<file path="config.mk">
export PLATFORM = sky130hd
export DESIGN_NAME = kwm_cell
export DESIGN_NICKNAME = d
export VERILOG_FILES = /design/src/kwm_pkg.sv /design/src/kwm_cell.sv
export SDC_FILE = /design/constraint.sdc
export NUM_CORES = 1
export LEC_CHECK = 0
export ABC_AREA = 1
export BUFFER_PORTS_ARGS = -buffer_cell sky130_fd_sc_hd__buf_2
export CAP_MARGIN = 30
export CORE_AREA = 2 2 247 249
export DETAILED_ROUTE_END_ITERATION = 10
export DIE_AREA = 0 0 249 251
export PLACE_DENSITY_LB_ADDON = 0.12
export SLEW_MARGIN = 20
export SYNTH_ARGS = -nofsm -noshare
export SYNTH_HDL_FRONTEND = slang
export SYNTH_SLANG_ARGS = --single-unit
</file>
<file path="constraint.sdc">
create_clock -name clk -period 8.85 [get_ports clk]
set_input_delay 0.885 -clock clk [delete_from_list [all_inputs] [get_ports clk]]
set_output_delay 0.885 -clock clk [all_outputs]
set_load 0.005 [all_outputs]
</file>
<file path="src/kwm_pkg.sv">
// Shared types, constants and functions of the k-mer window minimizer.
package kwm_pkg;

  localparam int BASE_W     = 8;
  localparam int VAL_W      = 62;
  localparam int K_W        = 5;
  localparam int W_W        = 6;
  localparam int CFG_IDX_W  = 1;
  localparam int CFG_DATA_W = 6;
  localparam int OUT_POS_W  = 32;
  localparam int OUT_DATA_W = 96;
  localparam int OUT_PAD_W  = OUT_DATA_W - OUT_POS_W - VAL_W;
  localparam int MIX_CNT_W  = 2;

  localparam logic [K_W-1:0] KMER_LENGTH_RST   = 5'd15;
  localparam logic [W_W-1:0] WINDOW_LENGTH_RST = 6'd5;

  // Nucleotide codes; any byte outside the alphabet yields all ones.
  localparam logic [BASE_W-1:0] NT_CODE0 = 8'd0;
  localparam logic [BASE_W-1:0] NT_CODE1 = 8'd1;
  localparam logic [BASE_W-1:0] NT_CODE2 = 8'd2;
  localparam logic [BASE_W-1:0] NT_CODE3 = 8'd3;
  localparam logic [BASE_W-1:0] NT_BAD   = 8'hFF;

  typedef enum logic [CFG_IDX_W-1:0] {
    REG_KMER_LENGTH   = 1'b0,
    REG_WINDOW_LENGTH = 1'b1
  } cfg_reg_t;

  typedef enum logic [1:0] {
    S_IDLE,
    S_MIX,
    S_UPDATE
  } state_t;

  typedef enum logic [MIX_CNT_W-1:0] {
    MIX_R0,
    MIX_R1,
    MIX_R2,
    MIX_R3
  } mix_round_t;

  typedef enum logic [1:0] {
    SH_NONE,
    SH_ONE,
    SH_TWO
  } shift_t;

  typedef struct packed {
    logic   upd;
    shift_t shift;
  } kwm_ctrl_t;

  function automatic logic [BASE_W-1:0] decode_base(input logic [BASE_W-1:0] b);
    logic [BASE_W-1:0] u;
    u = b;
    if (b >= "a" && b <= "z") begin
      u = b - 8'h20;
    end
    case (u)
      "-", "A", "D", "N", "R", "W": decode_base = NT_CODE0;
      "B", "C", "M", "S":           decode_base = NT_CODE1;
      "G", "K", "V":                decode_base = NT_CODE2;
      "H", "T", "U", "Y":           decode_base = NT_CODE3;
      default:                      decode_base = NT_BAD;
    endcase
  endfunction

  // One round of the masked integer mix; four rounds give the full hash.
  function automatic logic [VAL_W-1:0] mix_step(input logic [VAL_W-1:0] v,
                                                input logic [VAL_W-1:0] m,
                                                input mix_round_t sel);
    logic [VAL_W-1:0] a;
    a = '0;
    case (sel)
      MIX_R0: begin
        a = (~v + (v << 21)) & m;
        mix_step = a ^ (a >> 24);
      end
      MIX_R1: begin
        a = (v + (v << 3) + (v << 8)) & m;
        mix_step = a ^ (a >> 14);
      end
      MIX_R2: begin
        a = (v + (v << 2) + (v << 4)) & m;
        mix_step = a ^ (a >> 28);
      end
      default: begin
        mix_step = (v + (v << 31)) & m;
      end
    endcase
  endfunction

endpackage

</file>
<file path="src/kwm_cell.sv">
// One window slot: holds a candidate and shifts toward the front of the chain.
module kwm_cell import kwm_pkg::*; #(
  parameter int IDX   = 0,
  parameter int OCC_W = 6,
  parameter int POS_W = 32
) (
  input  logic             clk,
  input  kwm_ctrl_t        ctrl,
  input  logic [OCC_W-1:0] occ,
  input  logic [VAL_W-1:0] new_hash,
  input  logic [POS_W-1:0] new_pos,
  input  logic [VAL_W-1:0] new_val,
  input  logic             prev_kept,
  input  logic [VAL_W-1:0] nb1_hash,
  input  logic [POS_W-1:0] nb1_pos,
  input  logic [VAL_W-1:0] nb1_val,
  input  logic             nb1_kept,
  input  logic             nb1_ins,
  input  logic [VAL_W-1:0] nb2_hash,
  input  logic [POS_W-1:0] nb2_pos,
  input  logic [VAL_W-1:0] nb2_val,
  input  logic             nb2_kept,
  input  logic             nb2_ins,
  output logic [VAL_W-1:0] hash,
  output logic [POS_W-1:0] pos,
  output logic [VAL_W-1:0] val,
  output logic             kept,
  output logic             ins
);

  logic [VAL_W-1:0] hash_r, hash_nxt;
  logic [POS_W-1:0] pos_r, pos_nxt;
  logic [VAL_W-1:0] val_r, val_nxt;
  logic             src_kept, src_ins;
  logic [VAL_W-1:0] src_hash, src_val;
  logic [POS_W-1:0] src_pos;

  // A live slot survives the new entry unless its hash is larger.
  assign kept = (OCC_W'(IDX) < occ) && (hash_r <= new_hash);
  assign ins  = prev_kept && !kept;

  always_comb begin
    src_kept = 1'b0;
    src_ins  = 1'b0;
    src_hash = hash_r;
    src_pos  = pos_r;
    src_val  = val_r;
    case (ctrl.shift)
      SH_NONE: begin
        src_kept = kept;
        src_ins  = ins;
      end
      SH_ONE: begin
        src_kept = nb1_kept;
        src_ins  = nb1_ins;
        src_hash = nb1_hash;
        src_pos  = nb1_pos;
        src_val  = nb1_val;
      end
      SH_TWO: begin
        src_kept = nb2_kept;
        src_ins  = nb2_ins;
        src_hash = nb2_hash;
        src_pos  = nb2_pos;
        src_val  = nb2_val;
      end
      default: begin
        src_kept = 1'b0;
        src_ins  = 1'b0;
      end
    endcase
  end

  always_comb begin
    hash_nxt = hash_r;
    pos_nxt  = pos_r;
    val_nxt  = val_r;
    if (ctrl.upd) begin
      if (src_kept) begin
        hash_nxt = src_hash;
        pos_nxt  = src_pos;
        val_nxt  = src_val;
      end else if (src_ins) begin
        hash_nxt = new_hash;
        pos_nxt  = new_pos;
        val_nxt  = new_val;
      end
    end
  end

  always_ff @(posedge clk) begin
    hash_r <= hash_nxt;
    pos_r  <= pos_nxt;
    val_r  <= val_nxt;
  end

  assign hash = hash_r;
  assign pos  = pos_r;
  assign val  = val_r;

endmodule

</file>
== After elaboration in Yosys (flattened, before gate mapping) ==
Cells that the tools add are included.
Storage, ports and cells
  input port bits: 483
  word-level logic and storage cells: 25
  register bits: 156
  output and inout bits: 158
Cells by class
  muxes and demuxes: 11
  equal/unequal tests: 3
  $lt $le $gt $ge: 2
  reductions and logical operators: 6
Operator list (count)
  62-bit two-way mux: 4
  62-bit one-hot mux with 2 select lines: 2
  32-bit two-way mux: 2
  32-bit one-hot mux with 2 select lines: 1
  62-bit <= comparator: 1
  1-bit by 6-bit less-than comparator with 1-bit output, first input constant: 1
  1-bit one-hot mux with 3 select lines: 2
  3-bit by 1-bit inequality test with 1-bit output, second input constant: 1
  3-bit AND reduction: 1
  2-bit by 1-bit equality test with 1-bit output, second input constant: 1
  2-bit equality test, second input constant: 1
  1-bit logical AND: 2
  2-bit zero test: 1
  2-bit nonzero test: 1
  1-bit zero test: 1

== Depth between registers and ports, before layout ==
Gate-level depths: netlist (run 1).
  word-level depth: 7
  mapped depth: 20
  gate-level depth less buffers: 19

== Least setup slack after synthesis (run 1) ==
No wires, ideal clock.
  path type: input -> register
  start: input port new_hash[53]
  end: register hash_r[0] (netlist: hash[0]) (enable)
  path buffers: 0
  library setup time: 0.678 ns
  data required time: 8.172 ns
  stages: 13
  setup slack: -0.542 ns
  arrival: 8.714 ns
  path through: inv_1 > ha_1 > nand2_1 > nor2_2 > nand4_1 > nor2_2 > nand3_1 > or2_1 > nand2_2 > nand3_4 > nand3_1 > nor2_1 > nor2_1
Between the ends
  longest elaborated chain between the ends: 7
  elaborated cells on any way between the ends: 9
  those cells by class: order compare (1); eq/ne (1); mux (2); reduce/logical (5)
Ends and longest elaborated chain
  start, declared: RTL line kwm_cell.sv:10  | input logic [VAL_W-1:0] new_hash,
  62-bit <= comparator *: RTL line kwm_cell.sv:39  | assign kept = (OCC_W'(IDX) < occ) && (hash_r <= new_hash);
  1-bit logical AND *: RTL line kwm_cell.sv:39
  1-bit zero test: RTL line kwm_cell.sv:40  | assign ins = prev_kept && !kept;
  1-bit logical AND: RTL line kwm_cell.sv:40
  1-bit one-hot mux with 3 select lines: RTL line kwm_cell.sv:48  | case (ctrl.shift)
  2-bit nonzero test (no source line)
  3-bit AND reduction (no source line) *
  end signal, assigned: RTL line kwm_cell.sv:92  | hash_r <= hash_nxt;
  end, declared: RTL line kwm_cell.sv:31  | logic [VAL_W-1:0] hash_r, hash_nxt;
Every way passes the cells marked *; elsewhere a longest branch is shown, timed or not.
A chain may end at the register's enable or synchronous reset.

== Final worst setup path (run 1) ==
  start: input port new_hash[25]
  end: register val_r[49] (netlist: val[49]), data pin
Between the ends
  longest elaborated chain between the ends: 4
Ends and longest elaborated chain
  62-bit <= comparator: RTL line kwm_cell.sv:39
  1-bit logical AND: RTL line kwm_cell.sv:39
  1-bit one-hot mux with 3 select lines: RTL line kwm_cell.sv:48
  62-bit two-way mux: RTL line kwm_cell.sv:79  | if (src_kept) begin
  end signal, assigned: RTL line kwm_cell.sv:94  | val_r <= val_nxt;
  end, declared: RTL line kwm_cell.sv:33  | logic [VAL_W-1:0] val_r, val_nxt;
Every way passes these cells.

==> results of run 1 <==
-- cell type report --
cell class / instances / area [um^2] / share of cell area, %
Antenna cell: 3 / 7.51 / 0.0504
Inverter: 101 / 379 / 2.54
Tap cell: 782 / 978 / 6.57
Sequential cell: 156 / 4680 / 31.4
Clock inverter: 14 / 233 / 1.56
Timing Repair Buffer: 647 / 3270 / 21.9
Multi-Input combinational cell: 698 / 4920 / 33.0
Clock buffer: 18 / 429 / 2.88
-- per-stage QoR --
stage          util, %  cell area (um^2)  cells
6_report          24.9             14900   2419
5_1_grt           24.9             14900   2417
4_1_cts           24.9             14900   2416
3_5_place_dp      23.8             14200   2384
3_3_place_gp      23.8             14200   2384
2_1_floorplan        -             10500   1007
-- flip-flops by register name, summed over array words and instances, names as in the netlist --
| name | cells |
|---|---|
| pos | 32 |
| hash | 62 |
| val | 62 |
-- layer usage --
metal	up-vias	part of all wire, %	track usage, %
met3	40	6.6	4.77
li1	4724	-	-
met2	315	53	24.4
met5	-	0.14	0
met1	4237	39	14.7
met4	10	1.6	3.71
-- worst max path at each step --
stage          slack, ns  endpoint
2_1_floorplan       2.19   hash[0]
3_3_place_gp        4.38   val[44]
3_5_place_dp        4.39   val[53]
4_1_cts             4.92   val[44]
5_1_grt             4.71   val[44]
6_report            4.96   val[49]
-- worst max-delay path: stages --
cell     delay [ns]
buf_2          0.10
inv_1          0.05
ha_1           0.30
nand2_1        0.07
nor2_1         0.11
nand2_1        0.12
nor3_2         0.26
nand3_1        0.11
or2_1          0.22
nand2_2        0.10
nand3_4        0.10
nand2_8        0.48
buf_12         0.42
nor2_1         0.11
a21oi_2        0.22
-- power groups by stage --
stage / combinational, uW / sequential (uW) / clock, uW
finish: 542 / 914 / 866
global route: 614 / 920 / 928
CTS: 561 / 915 / 909
detailed placement: 560 / 931 / 0
global placement: 560 / 931 / 0
floorplan: 321 / 940 / 0
-- Yosys cell counts, types with 5 or more instances --
cell type	n
nor2_2	14
nand4_1	5
ha_1	62
o21ai_1	53
a21oi_2	93
buf_4	5
nand3_1	12
edfxtp_1	156
a21oi_1	22
clkbuf_1	5
nand2_1	154
nor2_1	104
inv_1	97
buf_6	17
o21ai_0	12
buf_2	16
mux2_2	61
buf_12	8
mux2i_1	95
-- cell families after synthesis --
| kind of cell | share of synthesized area, % |
|---|---|
| AOI/OAI and AO/OA | 12.1 |
| adders and majority gates | 7.41 |
| buffers and inverters | 8.42 |
| DFF | 44.7 |
| muxes | 15.6 |
| and+or+nand+nor | 11.7 |
==> flow_metrics.env, run 1 <==
export IMPL_grt_antenna_before_repair=11
export IMPL_synth_area_per_cell_um2=10.4
export IMPL_fin_crit_sh_pct=44.0
export IMPL_final_common_cell="buf_2"
export IMPL_vias=9326
export IMPL_total_power_uw=2320
export IMPL_clock_latency_ns=0.47
export IMPL_required_ns=9.14
export IMPL_fin_setup_tns_ns=0
export IMPL_pin_count=641
export IMPL_nets=2166
export IMPL_clkSinkCount=156
export IMPL_critPathKind="in -> reg"
export IMPL_area_growth_pct=42.3
export IMPL_hp_class="in -> reg"
export IMPL_grt_pass1_wl_mm=61.1
export IMPL_seq_power_share_pct=39.4
export IMPL_dieWidth_um=249
export IMPL_hp_start="new_val[27]"
export IMPL_worstSetupEndpointType="flop"
export IMPL_outcome="finished, final reports clean"
export IMPL_ys_flop_type="edfxtp_1"
export IMPL_powerDensity_mw_per_mm2=156
export IMPL_ant_nets=0
export IMPL_irDropWorstVdd_uv=154
export IMPL_grt_max_degree=170
export IMPL_die_area_mm2=0.0625
export IMPL_tritoncts="yes"
export IMPL_switchingPower_uw=683
export IMPL_cp_max_fo=169
export IMPL_syn_inst=1007
export IMPL_rows=90
export IMPL_worstReg2RegStart="hash[21]"
export IMPL_hold_buffers=0
export IMPL_grt_usage_pct=13.4
export IMPL_dp_slack_ns=4.39
export IMPL_syn_area_mm2=0.0105
export IMPL_hold_end="val[27]"
export IMPL_dr_pass1_iters=4
export IMPL_rsz0062_at_grt="no"
export IMPL_ys_types=30
export IMPL_numCtsBuffers=17
export IMPL_globalRouteOverflowTotal=0
export IMPL_io_buffers=640
export IMPL_clkTransAtPathRegs_ns=0.07
export IMPL_grt_pass1_vias=9603
export IMPL_hold_slack_ns=0.722
export IMPL_clock_skew_ns=0.0128
export IMPL_yosysTopAreaCellShare_pct=44.7
export IMPL_synth_area_leaders="edfxtp_1, mux2i_1, a21oi_2"
export IMPL_r2r_end="val[49]"
export IMPL_post_cts_resized=0
export IMPL_drv_slew=0
export IMPL_slew_headroom_pct=19.0
export IMPL_routed_via_density=3.86
export IMPL_critPathArrivalTime_ns=4.18
export IMPL_synth_area_leader_cell="edfxtp_1"
export IMPL_swShare_pct=29.4
export IMPL_dp_hpwl_mm=34.8
export IMPL_fin_ws_ns=4.96
export IMPL_hold_viol_final=0
export IMPL_yosysWarnings=0
export IMPL_h_tree_depth=4
export IMPL_drtIter0Drc=389
export IMPL_routed_wl_mm=42.1
export IMPL_drive_gt1_share_pct=52.4
export IMPL_fp_dieH_um=251
export IMPL_syn_nets=1552
export IMPL_p_leak_uw=0.00721
export IMPL_core_mm2=0.0598
export IMPL_drt_wirelength_per_cell_um=17.4
export IMPL_pwr_share_clk_pct=37.3
export IMPL_crit_start="new_hash[25]"
export IMPL_final_setup_viol_count=0
export IMPL_tightest_slew_ns=1.22
export IMPL_hold_path_cell_count=3
export IMPL_synth_seq_cells=156
export IMPL_drc=0
export IMPL_nFillCells=6591
export IMPL_clockBufferDepth=2
export IMPL_seq_area_frac_synth_pct=44.7
export IMPL_critPathLaunchType="primary input"
export IMPL_start_util_pct=17.5
export IMPL_period_minus_slack_ns=3.89
export IMPL_synth_edf_count=156
export IMPL_fmax_ghz=0.257
export IMPL_final_cell_mix="buf_2, edfxtp_1, nand2_1, nor2_1, inv_1"
export IMPL_maxCapViolations=0
export IMPL_power_frac_comb_pct=23.3
export IMPL_root_buffer="clkbuf_16"
export IMPL_intPower_uw=1640
export IMPL_rr_worst_depth=13
export IMPL_synthArstFlopShare_pct=0
export IMPL_place_congestion=0.785
export IMPL_r2r_setup_slack_ns=5.08
export IMPL_cts_setup_buffers=0
Power figures use the tool's default switching activity.
==> inputs of run 2 (changes only) <==
==> constraint.sdc (replaced) <==
create_clock -name clk -period 3.9 [get_ports clk]
set_input_delay 0.39 -clock clk [delete_from_list [all_inputs] [get_ports clk]]
set_output_delay 0.39 -clock clk [all_outputs]
set_load 0.005 [all_outputs]
==> flow_metrics.env, run 2 (synthesis gave the netlist of run 1 again) <==
export IMPL_grt_antenna_before_repair=7
export IMPL_dpl_cell_count=2398
export IMPL_dp_slack_ns=0.665
export IMPL_switchingPower_uw=1520
export IMPL_critPathSlowestCell="edfxtp_1"
export IMPL_clkTransAtPathRegs_ns=0.07
export IMPL_routed_wl_mm=42.4
export IMPL_globalRouteOverflowTotal=0
export IMPL_hold_viol_final=0
export IMPL_final_cell_mix="buf_2, edfxtp_1, nand2_1, nor2_1, inv_1"
export IMPL_root_buffer="clkbuf_16"
export IMPL_routed_via_density=3.86
export IMPL_drtIter0Drc=284
export IMPL_rsz0062_at_grt="no"
export IMPL_fin_cells=2435
export IMPL_outcome="finished, final reports clean"
export IMPL_powerDensity_mw_per_mm2=332
export IMPL_hp_class="in -> reg"
export IMPL_pin_count=641
export IMPL_nets=2180
export IMPL_grt_usage_pct=13.4
export IMPL_cts_setup_buffers=0
export IMPL_busiest_layer="met2"
export IMPL_vias=9391
export IMPL_drc=0
export IMPL_grt_pass1_wl_mm=61.3
export IMPL_fin_ws_ns=0.911
export IMPL_die_area_mm2=0.0625
export IMPL_dp_hpwl_mm=35.9
export IMPL_drv_slew=0
export IMPL_hold_buffers=0
export IMPL_core_mm2=0.0598
export IMPL_post_cts_resized=0
export IMPL_grt_pass1_vias=9957
export IMPL_fin_setup_tns_ns=0
export IMPL_area_growth_pct=43.5
export IMPL_period_minus_slack_ns=2.99
export IMPL_worstReg2RegStart="hash[25]"
export IMPL_final_setup_viol_count=0
export IMPL_intPower_uw=3480
export IMPL_final_util_pct=25.1
export IMPL_drt_wirelength_per_cell_um=17.4
export IMPL_io_buffers=640
export IMPL_multiInputGateArea_mm2=0.00493
export IMPL_clock_latency_ns=0.48
export IMPL_p_leak_uw=0.00728
export IMPL_power_frac_comb_pct=25.4
export IMPL_slew_headroom_pct=53.6
export IMPL_drive_gt1_share_pct=52.9
export IMPL_place_congestion=0.800
export IMPL_crit_start="hash[25]"
export IMPL_grt_util_met3_pct=4.29
export IMPL_use_met2_pct=23.8
export IMPL_hp_start="new_val[22]"
export IMPL_required_ns=4.24
export IMPL_dpl_instance_area_mm2=0.0145
export IMPL_start_util_pct=17.5
export IMPL_irDropWorstVdd_uv=340
export IMPL_numCtsBuffers=17
export IMPL_fmax_ghz=0.335
export IMPL_fin_crit_sh_pct=76.6
export IMPL_maxCapViolations=0
export IMPL_path_cells="ha_1 -> nand2_1 -> nor2_1 -> nand2_1 -> nor3_2 -> nand3_1 -> or2_1 -> nand2_2 -> nand3_4 -> nand2_8 -> buf_12 -> nor2_1 -> a21oi_2"
export IMPL_worst_path_buf_inv=1
export IMPL_regArea_mm2=0.00468
export IMPL_tightest_slew_ns=0.696
export IMPL_rows=90
export IMPL_ant_nets=0
export IMPL_nFillCells=6529
export IMPL_met1_usage_pct=14.8
export IMPL_clock_skew_ns=0.0104
export IMPL_final_common_cell="buf_2"
export IMPL_slowest_delay_ns=0.41
export IMPL_cp_max_fo=59
export IMPL_worstSetupEndpointType="flop"
export IMPL_seq_power_share_pct=41.5
export IMPL_dr_pass1_iters=4
export IMPL_fin_area_mm2=0.0150
export IMPL_h_tree_depth=4
export IMPL_tritoncts="yes"
export IMPL_clkSinkCount=156
export IMPL_dieWidth_um=249
export IMPL_swShare_pct=30.4
export IMPL_path_delay_family="simple AND/OR/NAND/NOR gates"
export IMPL_grt_max_degree=82
export IMPL_critPathKind="reg -> reg"
export IMPL_pwr_share_clk_pct=33.1
export IMPL_fp_dieH_um=251
export IMPL_critPathLaunchType="flop"
export IMPL_critPathArrivalTime_ns=3.33
export IMPL_clockBufferDepth=2
## run 2: cell types whose count changed in the layout (fill, tap and decap cells not counted), moves of 2 or more
cell,delta
nand3_1,-2
clkinv_4,+3
buf_4,+5
inv_8,-2
buf_12,+9
bufinv_16,-4
clkinv_2,+3
nand3_2,+2
diode_2,+3
clkinvlp_4,-2
## run 2: worst paths after layout
kind	to	slack (ns)	cells past startpoint
setup / recovery	val[49]	0.91	13
hold / removal	val[22]	0.22	3
setup reg to reg	val[49]	0.91	13
hold reg to reg	hash[61]	1.58	11
## run 2: layout make-up
| class | count | share of cell area (%) |
|---|---|---|
| Timing Repair Buffer | 661 | 23.2 |
| Inverter | 101 | 2.52 |
| Sequential cell | 156 | 31.2 |
| Clock buffer | 18 | 2.86 |
| Clock inverter | 13 | 0.799 |
| Tap cell | 782 | 6.51 |
| Multi-Input combinational cell | 698 | 32.8 |
| Antenna cell | 6 | 0.0999 |
## run 2: per-stage QoR
step | hold slack, ns | total power (uW)
after floorplan | 0.603 | 2860
after global placement | 0.699 | 3420
after detailed placement | 0.703 | 3420
after CTS | 0.163 | 5140
after global routing | 0.186 | 5320
final | 0.219 | 5000
## run 2: routing by layer
metal / share of wire, % / routed length, um / vias to the layer above
met3: 6.4 / 2700 / 46
met4: 2.0 / 849 / 4
li1: - / - / 4759
met2: 52 / 21900 / 283
met1: 40 / 16900 / 4299
met5: 0.057 / 24 / -
## run 2: worst register-to-register path, stage by stage, from the launching register on
cell	delay [ns]
edfxtp_1	0.41
ha_1	0.32
nand2_1	0.07
nor2_1	0.13
nand2_1	0.13
nor3_2	0.26
nand3_1	0.10
or2_1	0.22
nand2_2	0.10
nand3_4	0.11
nand2_8	0.32
buf_12	0.43
nor2_1	0.14
a21oi_2	0.11
## run 2: power groups by stage
stage	Combinational (uW)	Sequential, uW	Clock, uW
after global placement	1310	2110	0
after global routing	1430	2080	1800
final	1270	2070	1660
after detailed placement	1310	2110	0
after CTS	1320	2070	1750
after floorplan	731	2130	0
==> inputs of run 3 (changes only) <==
==> constraint.sdc (replaced) <==
create_clock -name clk -period 2.7 [get_ports clk]
set_input_delay 0.27 -clock clk [delete_from_list [all_inputs] [get_ports clk]]
set_output_delay 0.27 -clock clk [all_outputs]
set_load 0.005 [all_outputs]
==> flow_metrics.env, run 3 (synthesis gave the netlist of run 1 again) <==
export IMPL_drtIter0Drc=275
export IMPL_drc=0
export IMPL_fmax_ghz=0.341
export IMPL_period_minus_slack_ns=2.94
export IMPL_drt_wirelength_per_cell_um=17.9
export IMPL_rr_worst_depth=17
export IMPL_die_area_mm2=0.0625
export IMPL_clock_skew_ns=0.0154
export IMPL_start_util_pct=17.5
export IMPL_drv_slew=0
export IMPL_io_buffers=640
export IMPL_dr_pass1_iters=6
export IMPL_grt_usage_pct=13.5
export IMPL_nFillCells=6375
export IMPL_fin_crit_sh_pct=109
export IMPL_vias=10127
export IMPL_place_congestion=0.822
export IMPL_worstSetupEndpointType="flop"
export IMPL_path_cells="ha_4 -> nand2_2 -> inv_2 -> nand4_1 -> nor2_2 -> nand2_1 -> nor2_1 -> nand2_1 -> nand2_1 -> nand2_2 -> nand3_4 -> buf_4 -> nand3_1 -> nor2_4 -> buf_6 -> buf_12 -> clkbuf_16"
export IMPL_hp_class="in -> reg"
export IMPL_final_common_cell="buf_2"
export IMPL_p_leak_uw=0.00849
export IMPL_hold_viol_final=0
export IMPL_core_mm2=0.0598
export IMPL_powerDensity_mw_per_mm2=452
export IMPL_hp_start="new_pos[20]"
export IMPL_h_tree_depth=4
export IMPL_outcome="finished, violations left"
export IMPL_tritoncts="yes"
export IMPL_r2r_end="val[46]"
export IMPL_grt_pass1_wl_mm=61.9
export IMPL_maxCapViolations=0
export IMPL_grt_max_degree=72
export IMPL_clkTransAtPathRegs_ns=0.07
export IMPL_drive_gt1_share_pct=63.1
export IMPL_critPathArrivalTime_ns=3.13
export IMPL_clockBufferDepth=2
export IMPL_ant_nets=0
export IMPL_cp_max_fo=5
export IMPL_tightest_slew_ns=0.588
export IMPL_slowest_delay_ns=0.43
export IMPL_final_cell_mix="buf_2, edfxtp_1, nand2_1, buf_4, mux2i_1"
export IMPL_rsz0062_at_grt="yes"
export IMPL_clock_latency_ns=0.48
export IMPL_worst_path_buf_inv=5
export IMPL_required_ns=2.90
export IMPL_hold_end="pos[20]"
export IMPL_final_setup_viol_count=273
export IMPL_clkSinkCount=156
export IMPL_final_util_pct=29.6
export IMPL_r2r_setup_slack_ns=-0.24
export IMPL_critPathLaunchType="flop"
export IMPL_fp_dieH_um=251
export IMPL_pin_count=641
export IMPL_irDropWorstVdd_uv=485
export IMPL_regArea_mm2=0.00468
export IMPL_grt_antenna_before_repair=4
export IMPL_hold_slack_ns=0.0999
export IMPL_hold_path_cell_count=3
export IMPL_rows=90
export IMPL_slew_headroom_pct=60.8
export IMPL_globalRouteOverflowTotal=0
export IMPL_numCtsBuffers=17
export IMPL_critPathSlowestCell="edfxtp_1"
export IMPL_nets=2342
export IMPL_routed_via_density=3.91
export IMPL_area_growth_pct=68.8
export IMPL_hold_buffers=0
export IMPL_root_buffer="clkbuf_16"
export IMPL_failed_checks="setup timing"
export IMPL_routed_wl_mm=46.3
export IMPL_grt_pass1_vias=10417
export IMPL_critPathKind="reg -> reg"
export IMPL_multiInputGateArea_mm2=0.00548
export IMPL_crit_path_frequent_cell="nand2_1"
export IMPL_fin_ws_ns=-0.237
export IMPL_dieWidth_um=249
export IMPL_path_delay_family="simple AND/OR/NAND/NOR gates"
export IMPL_worstReg2RegStart="hash[57]"
export IMPL_dp_hpwl_mm=37.4
run 3: cell count changes in the layout (fill, tap and decap cells not counted), sizes merged:
cell | previous run | this run
clkinv | 8 | 3
diode | 6 | 3
clkbuf | 18 | 43
clkinvlp | 1 | 5
buf | 661 | 798
run 3: metrics by stage:
stage                     setup WS (ns)  std cells  cell area, um^2  TNS, ns  power [uW]
after floorplan                   -1.67       1007            10500  -261.28        4120
after global placement           -0.260       2504            15300   -54.54        5170
after detailed placement         -0.253       2504            15300   -51.12        5180
after CTS                        -0.232       2536            16000   -32.27        7610
after global routing             -0.383       2592            17700   -85.61        8450
final                            -0.237       2593            17700   -40.93        7990
run 3: worst register-to-register path, stage by stage, from the launching register on:
cell	delay, ns
edfxtp_1	0.43
ha_4	0.30
nand2_2	0.07
inv_2	0.07
nand4_1	0.26
nor2_2	0.20
nand2_1	0.07
nor2_1	0.08
nand2_1	0.06
nand2_1	0.06
nand2_2	0.07
nand3_4	0.11
buf_4	0.13
nand3_1	0.09
nor2_4	0.16
buf_6	0.16
buf_12	0.15
clkbuf_16	0.17
run 3: per-layer routing:
layer	up-vias	wire length [um]	track usage [%]
met5	-	13	0
met4	2	614	4.17
met3	32	2590	4.22
met2	267	24700	24.9
met1	4742	18400	14.6
li1	5084	-	-
run 3: what timing repair did:
item / in CTS / in global routing
gates resized for setup: 35 / 187
gates cloned: 0 / 31
setup endpoints to repair: 310 / 314
buffers inserted: 2 / 25
pin swaps: 11 / 12
run 3: worst max-delay path by stage:
stage,start,slack (ns),depth (start not counted),to
finish,hash[57],-0.24,17,val[46]
global route,hash[50],-0.38,17,val[46]
CTS,hash[3],-0.23,12,kept
detailed placement,hash[59],-0.25,14,pos[1]
global placement,new_hash[59],-0.26,16,pos[1]
floorplan,hash[53],-1.67,15,hash[0]
run 3: area by class of cell:
class	count	area share [%]
diodes	3	0.0425
clock buffers	18	2.43
clock inverters	12	0.672
inverters	101	2.14
multi-input cells	698	31.0
flip-flops and latches	156	26.5
well taps	782	5.53
repair buffers	823	31.7
run 3: where the power goes:
part | total, uW | internal, uW | leakage (uW) | switching [uW]
clock | 2330 | 1260 | 0.000253 | 1060
combinational | 2670 | 1390 | 0.00679 | 1280
sequential | 3000 | 2930 | 0.00144 | 67.5
